[src/rtl/core/cfd_pkg.sv]
// Shared types, constants and the CRC-16 byte step for the frame deframer.
`timescale 1ns / 1ps
package cfd_pkg;

    localparam int unsigned BYTE_W     = 8;
    localparam int unsigned LEN_W      = 6;
    localparam int unsigned IDX_W      = 5;
    localparam int unsigned HDR_W      = 16;
    localparam int unsigned CFG_DATA_W = 16;
    localparam int unsigned CFG_IDX_W  = 1;

    // Frame layout: header (2), length, command, payload, CRC (2)
    localparam int unsigned BODY_OFFSET    = 4;
    localparam int unsigned FRAME_OVERHEAD = 6;

    localparam logic [HDR_W-1:0] HEADER_RESET = 16'hAA55;
    localparam logic [LEN_W-1:0] LIMIT_RESET  = 6'd32;
    localparam logic [15:0]      CRC_INIT     = 16'hFFFF;
    localparam logic [15:0]      CRC_POLY     = 16'h1021;

    // Configuration register indexes
    localparam logic [CFG_IDX_W-1:0] CFG_HEADER_WORD   = 1'b0;
    localparam logic [CFG_IDX_W-1:0] CFG_PAYLOAD_LIMIT = 1'b1;

    typedef enum logic [1:0] {
        FR_MORE,
        FR_DROP,
        FR_READY
    } t_feed_res;

    // Controller to datapath
    typedef struct packed {
        logic feed_new;     // feed the byte on the input channel
        logic rd_replay;    // read the next stored byte for replay
        logic feed_replay;  // feed the stored byte read last cycle
        logic rd_emit;      // read the payload byte of the next result
        logic load_out;     // load the next result into the output register
    } t_cmd;

    // Datapath to controller
    typedef struct packed {
        logic      replay_pending;
        logic      out_free;
        logic      last_item;
        t_feed_res feed_res;
    } t_sts;

    // One byte of CRC-16/CCITT-FALSE, MSB first
    function automatic logic [15:0] crc16_step(input logic [15:0] crc, input logic [7:0] b);
        logic [15:0] c;
        c = crc ^ {b, 8'h00};
        for (int i = 0; i < 8; i++) begin
            if (c[15]) begin
                c = {c[14:0], 1'b0} ^ CRC_POLY;
            end else begin
                c = {c[14:0], 1'b0};
            end
        end
        return c;
    endfunction

endpackage

[src/rtl/core/cfd_byte_if.sv]
// Valid/ready channel carrying one received link byte.
`timescale 1ns / 1ps
interface cfd_byte_if;
    logic                      valid;
    logic                      ready;
    logic [cfd_pkg::BYTE_W-1:0] rx_byte;

    modport source(output valid, output rx_byte, input ready);
    modport sink(input valid, input rx_byte, output ready);
endinterface

[src/rtl/core/cfd_result_if.sv]
// Valid/ready channel carrying one deframed result.
`timescale 1ns / 1ps
interface cfd_result_if;
    logic                       valid;
    logic                       ready;
    logic [cfd_pkg::BYTE_W-1:0] command;
    logic [cfd_pkg::LEN_W-1:0]  payload_length;
    logic [cfd_pkg::IDX_W-1:0]  byte_index;
    logic [cfd_pkg::BYTE_W-1:0] payload_byte;
    logic                       byte_present;
    logic                       last;

    modport source(output valid, output command, output payload_length, output byte_index,
                   output payload_byte, output byte_present, output last, input ready);
    modport sink(input valid, input command, input payload_length, input byte_index,
                 input payload_byte, input byte_present, input last, output ready);
endinterface

[src/rtl/core/crc16_frame_deframer_unit.sv]
// Top level of the header/length frame deframer with CRC-16/CCITT-FALSE check.
`timescale 1ns / 1ps
//
//  Channel   Dir  Handshake     Carries
//  i_rx      in   valid/ready   rx_byte: one byte received from the link
//  o_res     out  valid/ready   command, payload_length, byte_index, payload_byte,
//                               byte_present, last: one result per payload byte (one if empty)
//  i_cfg_*   in   write enable  header_word (index 0), payload_limit (index 1)
//
//  A new byte is taken when no replay or emission is in progress.
//  A rejected frame (length above the limit or CRC mismatch) rewinds the byte
//  store and replays from the second header byte, each stored byte read
//  through the single RAM read port and then fed; input is held off meanwhile.
//  A good frame gives its results one at a time (RAM read, then output
//  register); emission halts while the output register is full and not taken.
//  Synchronous active-low reset; no clearing pass, the store is never read unwritten.
//
module crc16_frame_deframer_unit #(
    parameter int unsigned MAX_PAYLOAD = 32
) (
    input  logic                             i_clk,
    input  logic                             i_rst_n,
    cfd_byte_if.sink                         i_rx,
    cfd_result_if.source                     o_res,
    input  logic                             i_cfg_we,
    input  logic [cfd_pkg::CFG_IDX_W-1:0]    i_cfg_idx,
    input  logic [cfd_pkg::CFG_DATA_W-1:0]   i_cfg_wdata
);

    // Command and status between sequencer and datapath
    cfd_pkg::t_cmd cmd;
    cfd_pkg::t_sts sts;

    // Sequencer: decide each cycle whether to take a new request, replay a
    // stored byte or emit the next result
    cfd_ctrl u_ctrl (
        .i_clk      (i_clk),
        .i_rst_n    (i_rst_n),
        .i_rx_valid (i_rx.valid),
        .o_rx_ready (i_rx.ready),
        .i_sts      (sts),
        .o_cmd      (cmd)
    );

    // Datapath: hold the byte store, parse the frame, check CRC and drive the
    // output register
    cfd_dpath #(
        .MAX_PAYLOAD (MAX_PAYLOAD)
    ) u_dpath (
        .i_clk            (i_clk),
        .i_rst_n          (i_rst_n),
        .i_cmd            (cmd),
        .o_sts            (sts),
        .i_cfg_we         (i_cfg_we),
        .i_cfg_idx        (i_cfg_idx),
        .i_cfg_wdata      (i_cfg_wdata),
        .i_rx_byte        (i_rx.rx_byte),
        .o_res_valid      (o_res.valid),
        .i_res_ready      (o_res.ready),
        .o_command        (o_res.command),
        .o_payload_length (o_res.payload_length),
        .o_byte_index     (o_res.byte_index),
        .o_payload_byte   (o_res.payload_byte),
        .o_byte_present   (o_res.byte_present),
        .o_last           (o_res.last)
    );

`ifndef SYNTHESIS
    // A frame found good must stop new requests in the following cycle
    a_ready_blocks_input: assert property (@(posedge i_clk) disable iff (!i_rst_n)
        (cmd.feed_new || cmd.feed_replay) && sts.feed_res == cfd_pkg::FR_READY
        |=> !i_rx.ready)
        else $error("input taken while a good frame awaits emission");

    // A result is only loaded into a free output register
    a_load_into_free: assert property (@(posedge i_clk) disable iff (!i_rst_n)
        cmd.load_out |-> $past(sts.out_free))
        else $error("result loaded over a pending result");

    // An empty-frame result is always the last of its frame
    a_empty_is_last: assert property (@(posedge i_clk) disable iff (!i_rst_n)
        o_res.valid && !o_res.byte_present |-> o_res.last)
        else $error("empty result not marked last");

    // A payload byte lies within its frame
    a_index_in_frame: assert property (@(posedge i_clk) disable iff (!i_rst_n)
        o_res.valid && o_res.byte_present |-> ({1'b0, o_res.byte_index} < o_res.payload_length))
        else $error("byte index beyond payload length");
`endif

endmodule

[src/rtl/core/cfd_ram.sv]
// Generic single-write, single-read RAM with registered read data.
`timescale 1ns / 1ps
module cfd_ram #(
    parameter int unsigned WIDTH = 8,
    parameter int unsigned DEPTH = 64
) (
    input  logic                     i_clk,
    input  logic                     i_we,
    input  logic [$clog2(DEPTH)-1:0] i_waddr,
    input  logic [WIDTH-1:0]         i_wdata,
    input  logic [$clog2(DEPTH)-1:0] i_raddr,
    output logic [WIDTH-1:0]         o_rdata
);

    logic [WIDTH-1:0] r_mem [DEPTH];
    logic [WIDTH-1:0] r_rdata;

    always_ff @(posedge i_clk) begin
        if (i_we) begin
            r_mem[i_waddr] <= i_wdata;
        end
        r_rdata <= r_mem[i_raddr];
    end

    assign o_rdata = r_rdata;

endmodule

[src/rtl/core/cfd_dpath.sv]
// Deframer datapath: byte store, replay pointers, frame parser, CRC and result register.
`timescale 1ns / 1ps
module cfd_dpath #(
    parameter int unsigned MAX_PAYLOAD = 32
) (
    input  logic                                i_clk,
    input  logic                                i_rst_n,
    input  cfd_pkg::t_cmd                       i_cmd,
    output cfd_pkg::t_sts                       o_sts,
    input  logic                                i_cfg_we,
    input  logic [cfd_pkg::CFG_IDX_W-1:0]       i_cfg_idx,
    input  logic [cfd_pkg::CFG_DATA_W-1:0]      i_cfg_wdata,
    input  logic [cfd_pkg::BYTE_W-1:0]          i_rx_byte,
    output logic                                o_res_valid,
    input  logic                                i_res_ready,
    output logic [cfd_pkg::BYTE_W-1:0]          o_command,
    output logic [cfd_pkg::LEN_W-1:0]           o_payload_length,
    output logic [cfd_pkg::IDX_W-1:0]           o_byte_index,
    output logic [cfd_pkg::BYTE_W-1:0]          o_payload_byte,
    output logic                                o_byte_present,
    output logic                                o_last
);

    localparam int unsigned STORE_DEPTH = MAX_PAYLOAD + cfd_pkg::FRAME_OVERHEAD;
    localparam int unsigned AW          = $clog2(STORE_DEPTH);
    localparam int unsigned RAM_DEPTH   = 2 ** AW;
    localparam int unsigned FW          = $clog2(STORE_DEPTH + 1);
    localparam int unsigned LW          = cfd_pkg::LEN_W;
    localparam int unsigned BW          = cfd_pkg::BYTE_W;

    typedef enum logic [2:0] {
        PH_HUNT_HI,
        PH_HUNT_LO,
        PH_LEN,
        PH_BODY,
        PH_CRC
    } t_phase;

    // Configuration
    logic [cfd_pkg::HDR_W-1:0] r_hdr;
    logic [LW-1:0]             r_limit;

    // Parser
    t_phase        r_phase, n_phase;
    logic [FW-1:0] r_fill, n_fill;
    logic [LW-1:0] r_exp, n_exp;
    logic [15:0]   r_crc, n_crc;
    logic [BW-1:0] r_crc_hi, n_crc_hi;
    logic [BW-1:0] r_cmd_byte, n_cmd_byte;
    logic [AW-1:0] r_frm_ptr, n_frm_ptr;

    // Store pointers and emission counter
    logic [AW-1:0] r_wr_ptr;
    logic [AW-1:0] r_rd_ptr;
    logic [AW-1:0] r_feed_pos;
    logic [LW-1:0] r_k;

    // Result register
    logic          r_out_valid;
    logic [BW-1:0] r_out_cmd;
    logic [LW-1:0] r_out_len;
    logic [cfd_pkg::IDX_W-1:0] r_out_idx;
    logic [BW-1:0] r_out_byte;
    logic          r_out_present;
    logic          r_out_last;

    logic [BW-1:0] ram_rdata;
    logic [AW-1:0] ram_raddr;

    logic                 feed_en;
    logic [BW-1:0]        feed_byte;
    logic [AW-1:0]        feed_pos;
    logic [BW-1:0]        hdr_hi;
    logic [BW-1:0]        hdr_lo;
    logic [LW-1:0]        limit_eff;
    logic                 hunt_like;
    logic                 take_first;
    logic [15:0]          crc_out;
    logic [FW-1:0]        fill_inc;
    logic [7:0]           fill_next8;
    logic [7:0]           exp8;
    cfd_pkg::t_feed_res   feed_res;
    logic                 exp_zero;
    logic                 item_last;

    assign feed_en   = i_cmd.feed_new | i_cmd.feed_replay;
    assign feed_byte = i_cmd.feed_replay ? ram_rdata : i_rx_byte;
    assign feed_pos  = i_cmd.feed_replay ? r_feed_pos : r_wr_ptr;
    assign hdr_hi    = r_hdr[15:8];
    assign hdr_lo    = r_hdr[7:0];
    assign limit_eff = (r_limit > LW'(MAX_PAYLOAD)) ? LW'(MAX_PAYLOAD) : r_limit;

    assign hunt_like = !(r_phase == PH_HUNT_LO || r_phase == PH_LEN ||
                         r_phase == PH_BODY || r_phase == PH_CRC);
    assign take_first = (hunt_like && feed_byte == hdr_hi) ||
                        (r_phase == PH_HUNT_LO && feed_byte != hdr_lo && feed_byte == hdr_hi);
    assign crc_out    = cfd_pkg::crc16_step(take_first ? cfd_pkg::CRC_INIT : r_crc, feed_byte);

    assign fill_inc   = r_fill + 1'b1;
    assign fill_next8 = 8'(fill_inc);
    assign exp8       = 8'(r_exp);

    always_comb begin
        n_phase    = r_phase;
        n_fill     = r_fill;
        n_exp      = r_exp;
        n_crc      = r_crc;
        n_crc_hi   = r_crc_hi;
        n_cmd_byte = r_cmd_byte;
        n_frm_ptr  = r_frm_ptr;
        feed_res   = cfd_pkg::FR_MORE;
        unique case (r_phase)
            PH_HUNT_LO: begin
                if (feed_byte == hdr_lo) begin
                    n_fill  = fill_inc;
                    n_crc   = crc_out;
                    n_phase = PH_LEN;
                end else if (feed_byte != hdr_hi) begin
                    n_fill  = '0;
                    n_phase = PH_HUNT_HI;
                end
            end
            PH_LEN: begin
                n_fill = fill_inc;
                n_crc  = crc_out;
                if (feed_byte > 8'(limit_eff)) begin
                    feed_res = cfd_pkg::FR_DROP;
                end else begin
                    n_exp   = feed_byte[LW-1:0];
                    n_phase = PH_BODY;
                end
            end
            PH_BODY: begin
                n_fill = fill_inc;
                n_crc  = crc_out;
                if (r_fill == FW'(cfd_pkg::BODY_OFFSET - 1)) begin
                    n_cmd_byte = feed_byte;
                end
                if (fill_next8 >= 8'(cfd_pkg::BODY_OFFSET) + exp8) begin
                    n_phase = PH_CRC;
                end
            end
            PH_CRC: begin
                n_fill   = fill_inc;
                n_crc_hi = feed_byte;
                if (fill_next8 >= 8'(cfd_pkg::FRAME_OVERHEAD) + exp8) begin
                    feed_res = ({r_crc_hi, feed_byte} == r_crc) ? cfd_pkg::FR_READY
                                                                : cfd_pkg::FR_DROP;
                end
            end
            default: begin
                // first header byte hunt, also taken for unused phase codes
                n_phase = PH_HUNT_HI;
                n_fill  = '0;
            end
        endcase
        if (take_first) begin
            n_frm_ptr = feed_pos;
            n_fill    = FW'(1);
            n_crc     = crc_out;
            n_phase   = PH_HUNT_LO;
        end
        if (feed_res != cfd_pkg::FR_MORE) begin
            n_phase = PH_HUNT_HI;
            n_fill  = '0;
        end
    end

    always_ff @(posedge i_clk) begin
        if (!i_rst_n) begin
            r_hdr   <= cfd_pkg::HEADER_RESET;
            r_limit <= cfd_pkg::LIMIT_RESET;
        end else if (i_cfg_we) begin
            if (i_cfg_idx == cfd_pkg::CFG_HEADER_WORD) begin
                r_hdr <= i_cfg_wdata;
            end else if (i_cfg_idx == cfd_pkg::CFG_PAYLOAD_LIMIT) begin
                r_limit <= i_cfg_wdata[LW-1:0];
            end
        end
    end

    always_ff @(posedge i_clk) begin
        if (!i_rst_n) begin
            r_phase   <= PH_HUNT_HI;
            r_fill    <= '0;
            r_exp     <= '0;
            r_crc     <= cfd_pkg::CRC_INIT;
            r_frm_ptr <= '0;
        end else if (feed_en) begin
            r_phase   <= n_phase;
            r_fill    <= n_fill;
            r_exp     <= n_exp;
            r_crc     <= n_crc;
            r_frm_ptr <= n_frm_ptr;
        end
    end

    always_ff @(posedge i_clk) begin
        if (feed_en) begin
            r_crc_hi   <= n_crc_hi;
            r_cmd_byte <= n_cmd_byte;
        end
        if (i_cmd.rd_replay) begin
            r_feed_pos <= r_rd_ptr;
        end
    end

    // A drop rewinds the read side to the second stored byte of the frame
    always_ff @(posedge i_clk) begin
        if (!i_rst_n) begin
            r_wr_ptr <= '0;
            r_rd_ptr <= '0;
        end else begin
            if (i_cmd.feed_new) begin
                r_wr_ptr <= r_wr_ptr + 1'b1;
            end
            if (feed_en && feed_res == cfd_pkg::FR_DROP) begin
                r_rd_ptr <= r_frm_ptr + 1'b1;
            end else if (i_cmd.feed_new) begin
                r_rd_ptr <= r_wr_ptr + 1'b1;
            end else if (i_cmd.rd_replay) begin
                r_rd_ptr <= r_rd_ptr + 1'b1;
            end
        end
    end

    assign exp_zero  = (r_exp == '0);
    assign item_last = exp_zero || (LW'(r_k + 1'b1) == r_exp);

    always_ff @(posedge i_clk) begin
        if (!i_rst_n) begin
            r_k         <= '0;
            r_out_valid <= 1'b0;
        end else begin
            if (feed_en && feed_res == cfd_pkg::FR_READY) begin
                r_k <= '0;
            end else if (i_cmd.load_out) begin
                r_k <= r_k + 1'b1;
            end
            if (i_cmd.load_out) begin
                r_out_valid <= 1'b1;
            end else if (i_res_ready) begin
                r_out_valid <= 1'b0;
            end
        end
    end

    always_ff @(posedge i_clk) begin
        if (i_cmd.load_out) begin
            r_out_cmd     <= r_cmd_byte;
            r_out_len     <= r_exp;
            r_out_idx     <= r_k[cfd_pkg::IDX_W-1:0];
            r_out_byte    <= exp_zero ? '0 : ram_rdata;
            r_out_present <= !exp_zero;
            r_out_last    <= item_last;
        end
    end

    assign ram_raddr = i_cmd.rd_emit
                     ? r_frm_ptr + AW'(cfd_pkg::BODY_OFFSET) + AW'(r_k)
                     : r_rd_ptr;

    cfd_ram #(
        .WIDTH (BW),
        .DEPTH (RAM_DEPTH)
    ) u_store (
        .i_clk   (i_clk),
        .i_we    (i_cmd.feed_new),
        .i_waddr (r_wr_ptr),
        .i_wdata (i_rx_byte),
        .i_raddr (ram_raddr),
        .o_rdata (ram_rdata)
    );

    assign o_sts.replay_pending = (r_rd_ptr != r_wr_ptr);
    assign o_sts.out_free       = !r_out_valid || i_res_ready;
    assign o_sts.last_item      = item_last;
    assign o_sts.feed_res       = feed_res;

    assign o_res_valid      = r_out_valid;
    assign o_command        = r_out_cmd;
    assign o_payload_length = r_out_len;
    assign o_byte_index     = r_out_idx;
    assign o_payload_byte   = r_out_byte;
    assign o_byte_present   = r_out_present;
    assign o_last           = r_out_last;

endmodule

[src/rtl/core/cfd_ctrl.sv]
// Deframer sequencer: new bytes, replay of stored bytes and result emission.
`timescale 1ns / 1ps
module cfd_ctrl (
    input  logic          i_clk,
    input  logic          i_rst_n,
    input  logic          i_rx_valid,
    output logic          o_rx_ready,
    input  cfd_pkg::t_sts i_sts,
    output cfd_pkg::t_cmd o_cmd
);

    typedef enum logic [1:0] {
        S_IDLE,
        S_FEED,
        S_EMIT,
        S_LOAD
    } t_state;

    t_state r_state, n_state;

    always_comb begin
        n_state    = r_state;
        o_cmd      = '0;
        o_rx_ready = 1'b0;
        unique case (r_state)
            S_IDLE: begin
                o_rx_ready = !i_sts.replay_pending;
                if (i_sts.replay_pending) begin
                    o_cmd.rd_replay = 1'b1;
                    n_state         = S_FEED;
                end else if (i_rx_valid) begin
                    o_cmd.feed_new = 1'b1;
                    if (i_sts.feed_res == cfd_pkg::FR_READY) begin
                        n_state = S_EMIT;
                    end
                end
            end
            S_FEED: begin
                o_cmd.feed_replay = 1'b1;
                n_state = (i_sts.feed_res == cfd_pkg::FR_READY) ? S_EMIT : S_IDLE;
            end
            S_EMIT: begin
                if (i_sts.out_free) begin
                    o_cmd.rd_emit = 1'b1;
                    n_state       = S_LOAD;
                end
            end
            S_LOAD: begin
                o_cmd.load_out = 1'b1;
                n_state        = i_sts.last_item ? S_IDLE : S_EMIT;
            end
        endcase
    end

    always_ff @(posedge i_clk) begin
        if (!i_rst_n) begin
            r_state <= S_IDLE;
        end else begin
            r_state <= n_state;
        end
    end

endmodule
[src/flat_wrapper.sv]
// flat-port wrapper written by rule: the top's interface ports become plain ports
module crc16_frame_deframer_unit_flat 
#(
    parameter int unsigned MAX_PAYLOAD = 32
)
  (i_clk, i_rst_n, i_cfg_we, i_cfg_idx, i_cfg_wdata, i_rx_valid, i_rx_rx_byte, i_rx_ready, o_res_valid, o_res_command, o_res_payload_length, o_res_byte_index, o_res_payload_byte, o_res_byte_present, o_res_last, o_res_ready);
  cfd_byte_if i_rx_i ();
  cfd_result_if o_res_i ();
  input  logic i_clk;
  input  logic i_rst_n;
  input  logic i_cfg_we;
  input  logic [cfd_pkg::CFG_IDX_W-1:0] i_cfg_idx;
  input  logic [cfd_pkg::CFG_DATA_W-1:0] i_cfg_wdata;
  input wire logic [$bits(i_rx_i.valid)-1:0] i_rx_valid;
  input wire logic [$bits(i_rx_i.rx_byte)-1:0] i_rx_rx_byte;
  output wire logic [$bits(i_rx_i.ready)-1:0] i_rx_ready;
  output wire logic [$bits(o_res_i.valid)-1:0] o_res_valid;
  output wire logic [$bits(o_res_i.command)-1:0] o_res_command;
  output wire logic [$bits(o_res_i.payload_length)-1:0] o_res_payload_length;
  output wire logic [$bits(o_res_i.byte_index)-1:0] o_res_byte_index;
  output wire logic [$bits(o_res_i.payload_byte)-1:0] o_res_payload_byte;
  output wire logic [$bits(o_res_i.byte_present)-1:0] o_res_byte_present;
  output wire logic [$bits(o_res_i.last)-1:0] o_res_last;
  input wire logic [$bits(o_res_i.ready)-1:0] o_res_ready;
  assign i_rx_i.valid = i_rx_valid;
  assign i_rx_i.rx_byte = i_rx_rx_byte;
  assign i_rx_ready = i_rx_i.ready;
  assign o_res_valid = o_res_i.valid;
  assign o_res_command = o_res_i.command;
  assign o_res_payload_length = o_res_i.payload_length;
  assign o_res_byte_index = o_res_i.byte_index;
  assign o_res_payload_byte = o_res_i.payload_byte;
  assign o_res_byte_present = o_res_i.byte_present;
  assign o_res_last = o_res_i.last;
  assign o_res_i.ready = o_res_ready;
  crc16_frame_deframer_unit #(.MAX_PAYLOAD(MAX_PAYLOAD)) u_core (.i_clk(i_clk), .i_rst_n(i_rst_n), .i_rx(i_rx_i), .o_res(o_res_i), .i_cfg_we(i_cfg_we), .i_cfg_idx(i_cfg_idx), .i_cfg_wdata(i_cfg_wdata));
endmodule
[config.mk]
export PLATFORM = sky130hd
export DESIGN_NAME = crc16_frame_deframer_unit_flat
export DESIGN_NICKNAME = d
export VERILOG_FILES = /design/src/rtl/core/cfd_pkg.sv /design/src/rtl/core/cfd_byte_if.sv /design/src/rtl/core/cfd_result_if.sv /design/src/rtl/core/crc16_frame_deframer_unit.sv /design/src/rtl/core/cfd_ram.sv /design/src/rtl/core/cfd_dpath.sv /design/src/rtl/core/cfd_ctrl.sv /design/src/flat_wrapper.sv
export SDC_FILE = /design/constraint.sdc
export NUM_CORES = 1
export LEC_CHECK = 0
export BUFFER_PORTS_ARGS = -buffer_cell sky130_fd_sc_hd__buf_2
export CORE_MARGIN = 2
export CORE_UTILIZATION = 40
export CTS_CLUSTER_DIAMETER = 200
export DETAILED_ROUTE_END_ITERATION = 6
export MAX_ROUTING_LAYER = met4
export PLACE_DENSITY = 0.68
export SLEW_MARGIN = 20
export SYNTH_ARGS = -nofsm -noshare
export SYNTH_HDL_FRONTEND = slang
export SYNTH_SLANG_ARGS = --single-unit
[constraint.sdc]
create_clock -name i_clk -period 2.8 [get_ports i_clk]
set_input_delay 0.14 -clock i_clk [delete_from_list [all_inputs] [get_ports i_clk]]
set_output_delay 0.14 -clock i_clk [all_outputs]
set_load 0.02 [all_outputs]
Yosys cells after proc, flatten, opt, wreduce, memory -nomap -nowiden --
Memories as Yosys holds them, arrays and structs flattened. A register that Yosys moved wholly into a read port is not among the register bits. Cells that the tools add are included.
Storage, ports and cells: bits in writable memories 512, output and inout port bits 31, logic and storage cells 162, memories 1, bits of input ports 30, bits in registers 131
Operators by class: reductions and logical operators 34, eq/ne operators 25, multiplexer cells 55, magnitude comparators 4, add/subtract/negate cells 9, bitwise gates (word level) 13
Memories:
- u_core.u_dpath.u_store.r_mem | words 64, width 8, rd ports 1, clocked after memory_dff 1, write ports 1, line cfd_ram.sv:15 | logic [WIDTH-1:0] r_mem [DEPTH];
Operators by type and width (number):
- 13-bit two-way mux | 8
- 6-bit two-way mux | 10
- 16-bit two-way mux | 3
- 16-bit case mux with 2 select lines | 1
- 6-bit by 1-bit adder with 6-bit output (second input constant) | 5
- 3-bit inverter | 8
- 2-bit two-way mux | 9
- 3-bit two-way mux | 6
- 16-bit equality test | 1
- 8-bit equality test | 2
- 8-bit inequality test | 2
- 16-bit bitwise XOR | 1
- 3-bit by 6-bit adder with 7-bit output (first input constant) | 2
- 6-bit by 7-bit greater-or-equal comparator with 1-bit output | 2
- 1-bit two-way mux | 13
- 3-bit case mux with 4 select lines | 1
- 6-bit case mux with 2 select lines | 1
- 3-bit AND reduction | 4
- 2-bit AND reduction | 5
- 8-bit by 6-bit greater-than comparator with 1-bit output | 1
- 8-bit two-way mux | 1
- 2-bit case mux with 4 select lines | 1
- 6-bit by 3-bit adder with 6-bit output (second input constant) | 1
- 6-bit adder | 1
- other kinds (28) | 51

Depth between registers and ports, before layout --
word-level depth 28, gate-level depth with buffers 15, gate-level depth less buffers 12

Hierarchy --
From an unflattened synthesis, not the netlist that was laid out.
Unflattened totals: cell total of the unflattened synthesis 1677, area total of the unflattened synthesis 27438.8 um^2
By module, submodules not included:
- cfd_ram | instances 1, cells an instance 940, sequential area each 15534.9 um^2, area an instance 20166.8 um^2
- cfd_dpath | instances 1, cells an instance 719, sequential area each 3093.0 um^2, area an instance 7118.1 um^2
- cfd_ctrl | instances 1, cells an instance 18, sequential area each 40.0 um^2, area an instance 153.9 um^2

Worst setup path before layout --
No wires, ideal clock.
path kind register to register, start point register u_core.u_dpath.r_out_valid, in the netlist u_core.u_dpath.o_res_valid, end point register u_core.u_dpath.u_store.r_rdata[0], in the netlist u_core.u_dpath.u_store.o_rdata[0], read port of u_core.u_dpath.u_store.r_mem, data required time 2.662 ns, buffers on the path 3, slack -0.244 ns, stages on the path, launching flop included 10, library setup time 0.138 ns, clock period less this slack 3.044 ns, arrival 2.907 ns, cells stage by stage dfxtp_1 -> nor2b_1 -> nor3b_1 -> buf_2 -> mux2i_1 -> buf_2 -> buf_1 -> mux4_2 -> a221oi_1 -> o221ai_1
On the way: longest elaborated chain between the ends 5
Ends and longest elaborated chain:
- start, declared | line cfd_dpath.sv:59 | logic r_out_valid;
- start signal, assigned | line cfd_dpath.sv:233 | r_out_valid <= 1'b0;
- start signal, assigned | line cfd_dpath.sv:241 | r_out_valid <= 1'b1;
- start signal, assigned | line cfd_dpath.sv:243 | r_out_valid <= 1'b0;
- 1-bit zero test | line cfd_dpath.sv:276 | assign o_sts.out_free = !r_out_valid || i_res_ready;
- 1-bit logical OR | line cfd_dpath.sv:276
- 1-bit two-way mux | line cfd_ctrl.sv:43 | if (i_sts.out_free) begin
- 1-bit two-way mux | line cfd_ctrl.sv:25 | unique case (r_state)
- 6-bit two-way mux | line cfd_dpath.sv:260 | ? r_frm_ptr + AW'(cfd_pkg::BODY_OFFSET) + AW'(r_k)
- end, declared | line cfd_ram.sv:16 | logic [WIDTH-1:0] r_rdata;
No other way between the ends. A chain may end at the register's enable or synchronous reset.

Worst setup path in the final report --
start point register u_core.u_dpath.r_out_valid, in the netlist u_core.u_dpath.o_res_valid, end point register u_core.u_dpath.u_store.r_rdata[6], in the netlist u_core.u_dpath.u_store.o_rdata[6], read port of u_core.u_dpath.u_store.r_mem
The elaborated chain is that of the path after synthesis.

==> summary.md <==
| Metric | Value |
|---|---|
| Max capacitance violation total | `0` |
| Largest stage delay on the critical path | `0.58 ns` |
| Total power divided by cell area | `788.5 mW/mm2` |
| Max FO, Critical Path | `8` |
| Filler cell count in the final layout | `5278` |
| Type of the worst setup path | `reg2reg` |
| Critical Path Most Common Cell | `sky130_fd_sc_hd__buf_12` |
| Max-slew violation count | `0` |
| Crit path launch type | `flop` |
| Final critical-path setup slack | `-0.1851 ns` |
| Violation count after the first detailed-routing iteration | `1933` |
| Total die area | `0.06985 mm2` |
| Height of the die | `264.3 um` |
| Final TNS setup | `-1.394 ns` |
| Average detailed-routed wire length per instance | `23.24 um` |
| YS warnings | `0` |
| Ys flop type | `sky130_fd_sc_hd__edfxtp_1` |
| Longest Clk Path Bufs | `3` |
| Standard-cell row count | `95` |
| Post-synth EDFFs | `563` |
| Setup Viol. Count Final | `22` |
| Final hold vios | `0` |
| Ratio of routed vias to standard cells | `5.594` |
| Reg2reg start | `u_core.u_dpath.o_res_valid` |
| Failing checks | `negative setup slack` |
| Max H-tree Level | `3` |
| Number of buffers added by the clock tree synthesis step | `67` |
| Sum of routed wire length over all layers | `68390 um` |
| Sink Count | `651` |
| Maximum number of pins on one net before global-route repair | `66` |
| Class of the worst hold path | `in2reg` |
| Gate family responsible for the most delay along the worst path | `multiplexers` |
| Via count | `16460` |
| Share of async-settable or async-resettable flops after synthesis | `0` |
| Non-Filler Instances | `2943` |
| Min Clock Period, post-route | `2.985 ns` |
| Number of top-level pins | `61` |
| P_leak | `11.83 nW` |
| Worst hold slack after final layout | `0.06408 ns` |
| Clock Pin Slew Worst Setup and Hold Paths | `0.06 ns` |
| Port buffer count | `60` |
| Post-synthesis sequential area ratio | `0.6888` |
| CORE AREA | `0.06716 mm2` |
| Ratio of cells with drive above 1 in the final layout | `0.3514` |
| Fmax | `335.0 MHz` |
| Clock insertion delay at the later pin of the skew report | `0.62 ns` |
| Synthesized Nets | `1732` |
| HPWL after detailed placement | `43980 um` |
| DRC violation count after routing | `0` |
| Library cells used by synthesis | `78` |
| Crit path buffers/inverters | `4` |
| Dominant cells by area after synthesis | `sky130_fd_sc_hd__edfxtp_1 62%, sky130_fd_sc_hd__mux4_2 11%, sky130_fd_sc_hd__dfxtp_1 6.5%, sky130_fd_sc_hd__xnor2_1 2.3%, sky130_fd_sc_hd__nor2_1 1.8%` |
| Result of the run | `finished with violations` |
| Setup repair after global routing missed its margin | `true` |
| Final cycle utilization of the critical path | `1.066` |
| Worst IR Drop VDD | `636.7 uV` |
| Via count of the first global-routing pass | `16500` |
| Residual overflow from global routing | `0` |
| Root cell of the clock tree | `sky130_fd_sc_hd__clkbuf_16` |
| Synthesized cell area | `0.02710 mm2` |
| Layout net count | `2084` |
| Post-Route Skew | `0.02760 ns` |
| Crit path capture type | `flop` |
| Mean post-synth cell area | `16.27 um2` |
| Global-route total usage across every layer | `0.1987` |
| Initial antenna violation count | `1` |
| Top-area cell type share of the netlist area | `0.6238` |
| CTS tree | `done` |
| Worst r2r path cells | `11` |
| Global-route wire length before repair | `102200 um` |
| DIE WIDTH | `264.3 um` |
| Synthesis-stage register bit count | `651` |
| Layout area overhead | `25.95%` |
| Cell at the slowest stage of the critical path | `sky130_fd_sc_hd__mux4_2` |
| Hold Startpoint | `i_rx_valid` |
| Number of iterations in the first detailed-routing pass | `7` |
| Initial Utilization | `0.4036` |
| Series of cell instances along the critical path | `nor2b_4 -> nor3b_4 -> buf_6 -> mux2i_4 -> buf_12 -> buf_12 -> buf_16 -> mux4_2 -> a221oi_4 -> o22ai_2 -> a221o_1` |
| Required time of the worst setup path | `3.29 ns` |
| Headroom to the max-slew limit | `0.4839` |
| Weighted congestion at the end of routability-driven global placement | `0.8720` |
| Post-placement cell count | `2735` |
| Worst hold path cell count | `4` |
| Cell taking the most area after synthesis | `sky130_fd_sc_hd__edfxtp_1` |
| Dpl ws | `-0.4371 ns` |
| Worst Tran Pin Value | `0.7742 ns` |
| Data arrival at the endpoint of the critical path | `3.48 ns` |
| Number of standard cells after synthesis | `1666` |
| Power after layout | `26.91 mW` |
| Number of cells on the critical path | `11` |
| Remaining antenna violation count after routing | `0` |
| Critical Path Source | `u_core.u_dpath.o_res_valid` |
==> Yosys cell counts (3+ instances only) <==
master	count
sky130_fd_sc_hd__a211oi_1	9
sky130_fd_sc_hd__a21oi_1	45
sky130_fd_sc_hd__a221oi_1	17
sky130_fd_sc_hd__a22o_1	16
sky130_fd_sc_hd__a22oi_1	39
sky130_fd_sc_hd__a2bb2oi_1	3
sky130_fd_sc_hd__a311oi_2	4
sky130_fd_sc_hd__a31oi_1	4
sky130_fd_sc_hd__and2_1	7
sky130_fd_sc_hd__and3_1	4
sky130_fd_sc_hd__buf_1	8
sky130_fd_sc_hd__buf_2	17
sky130_fd_sc_hd__buf_6	5
sky130_fd_sc_hd__clkbuf_1	55
sky130_fd_sc_hd__dfxtp_1	88
sky130_fd_sc_hd__edfxtp_1	563
sky130_fd_sc_hd__ha_1	35
sky130_fd_sc_hd__inv_1	39
sky130_fd_sc_hd__mux2_2	5
sky130_fd_sc_hd__mux2i_1	17
sky130_fd_sc_hd__mux2i_2	4
sky130_fd_sc_hd__mux4_2	128
sky130_fd_sc_hd__nand2_1	106
sky130_fd_sc_hd__nand2b_1	8
sky130_fd_sc_hd__nand3_1	34
sky130_fd_sc_hd__nand3b_1	4
sky130_fd_sc_hd__nand4_1	8
sky130_fd_sc_hd__nor2_1	132
sky130_fd_sc_hd__nor2b_1	15
sky130_fd_sc_hd__nor3_1	10
sky130_fd_sc_hd__nor3b_1	8
sky130_fd_sc_hd__nor4_1	4
sky130_fd_sc_hd__o211ai_1	7
sky130_fd_sc_hd__o21ai_0	32
sky130_fd_sc_hd__o21ai_1	5
sky130_fd_sc_hd__o221ai_1	10
sky130_fd_sc_hd__o22ai_1	7
sky130_fd_sc_hd__o32a_1	4
sky130_fd_sc_hd__or3_1	4
sky130_fd_sc_hd__xnor2_1	71
sky130_fd_sc_hd__xor2_1	39
==> path summary, 6_finish.rpt <==
check,slack [ns],endpoint
max reg2reg,-0.19,u_core.u_dpath.u_store.o_rdata[6]
min reg2reg,0.42,u_core.u_dpath.o_command[3]
min,0.06,u_core.u_dpath.r_wr_ptr[1]
max,-0.19,u_core.u_dpath.u_store.o_rdata[6]
==> metrics by stage <==
step                        util  instance area (um2)
after floorplan                -                27160
after global placement    0.4483                30110
after detailed placement  0.4483                30110
after CTS                 0.4952                33260
after global routing      0.5083                34130
final                     0.5083                34130
==> final cells by class <==
class | count | area [um2] | share of cell area
well taps | 873 | 1092 | 0.03200
repair buffers | 370 | 3329 | 0.09754
diodes | 1 | 2.502 | 0.00007331
clock buffers | 78 | 1760 | 0.05157
multi-input cells | 887 | 8735 | 0.2559
flip-flops and latches | 651 | 18680 | 0.5472
inverters | 41 | 153.9 | 0.004509
clock inverters | 42 | 384.1 | 0.01125
==> kinds of logic (layout without fill, tap and decap cells) <==
family	after synthesis	after routing	share of synthesized area
and+or+nand+nor	355	355	0.05992
xor gates and xnor gates	110	110	0.03555
adders and majority gates	36	36	0.01690
AOI/OAI and AO/OA	232	232	0.06172
muxes	154	154	0.1168
other	0	1	0
DFF	651	651	0.6888
buffers and inverters	128	531	0.02036
==> registers in the layout (all words and copies together), names as in the netlist, 8 cells and up <==
name / flops
u_core.u_dpath.u_store.r_mem: 512
u_core.u_dpath.r_crc: 16
u_core.u_dpath.r_hdr: 16
u_core.u_dpath.o_command: 8
u_core.u_dpath.o_payload_byte: 8
u_core.u_dpath.r_cmd_byte: 8
u_core.u_dpath.r_crc_hi: 8
u_core.u_dpath.u_store.o_rdata: 8
==> cell usage in the layout, fill, tap and decap left out, types with 10 or more instances in the layout <==
master,netlist,routed
sky130_fd_sc_hd__xor2_1,39,39
sky130_fd_sc_hd__edfxtp_1,563,563
sky130_fd_sc_hd__mux2i_1,17,10
sky130_fd_sc_hd__a22o_1,16,16
sky130_fd_sc_hd__nand2_1,106,100
sky130_fd_sc_hd__ha_1,35,30
sky130_fd_sc_hd__dfxtp_1,88,85
sky130_fd_sc_hd__o21ai_0,32,12
sky130_fd_sc_hd__nand3_1,34,28
sky130_fd_sc_hd__dlygate4sd3_1,0,33
sky130_fd_sc_hd__buf_12,0,28
sky130_fd_sc_hd__clkinv_2,0,11
sky130_fd_sc_hd__buf_6,5,33
sky130_fd_sc_hd__a22oi_2,0,31
sky130_fd_sc_hd__o21ai_1,5,14
sky130_fd_sc_hd__nor2b_1,15,12
sky130_fd_sc_hd__clkbuf_16,0,72
sky130_fd_sc_hd__buf_2,17,61
sky130_fd_sc_hd__buf_4,0,206
sky130_fd_sc_hd__xnor2_1,71,67
sky130_fd_sc_hd__inv_1,39,35
sky130_fd_sc_hd__a21oi_1,45,36
sky130_fd_sc_hd__nor2_1,132,121
sky130_fd_sc_hd__clkinv_1,2,15
sky130_fd_sc_hd__mux2i_4,0,10
sky130_fd_sc_hd__mux4_2,128,128
==> worst min-delay path, stage by stage <==
cell                      delay (ns)
sky130_fd_sc_hd__buf_2          0.12
sky130_fd_sc_hd__nand2_1        0.12
sky130_fd_sc_hd__o21ai_0        0.17
sky130_fd_sc_hd__a21oi_1        0.07
==> what timing repair did <==
item                                    in CTS  in global routing
hold buffers                                33                  0
cloned                                       2                  4
buffers inserted                            26                 27
resized for setup                           79                147
endpoints found under the setup margin      46                299
hold endpoints to repair                    35                  0
pin swaps                                   34                 71
==> where the power goes <==
group	leakage [nW]	total, mW	internal (mW)	switching (mW)
clock network	1.04	8.76	5.01	3.75
logic	5.00	7.11	3.55	3.55
registers	5.78	11.0	10.8	0.244
==> per-layer routing <==
layer  vias to the layer above  GRT usage  wire length [um]
li1                       7234          -                 -
met4                         0    0.04699              1437
met1                      8453     0.2714             28720
met5                         -          -                 0
met3                       116    0.03719              5245
met2                       661     0.3100             32990
Power figures use the tool's default switching activity.
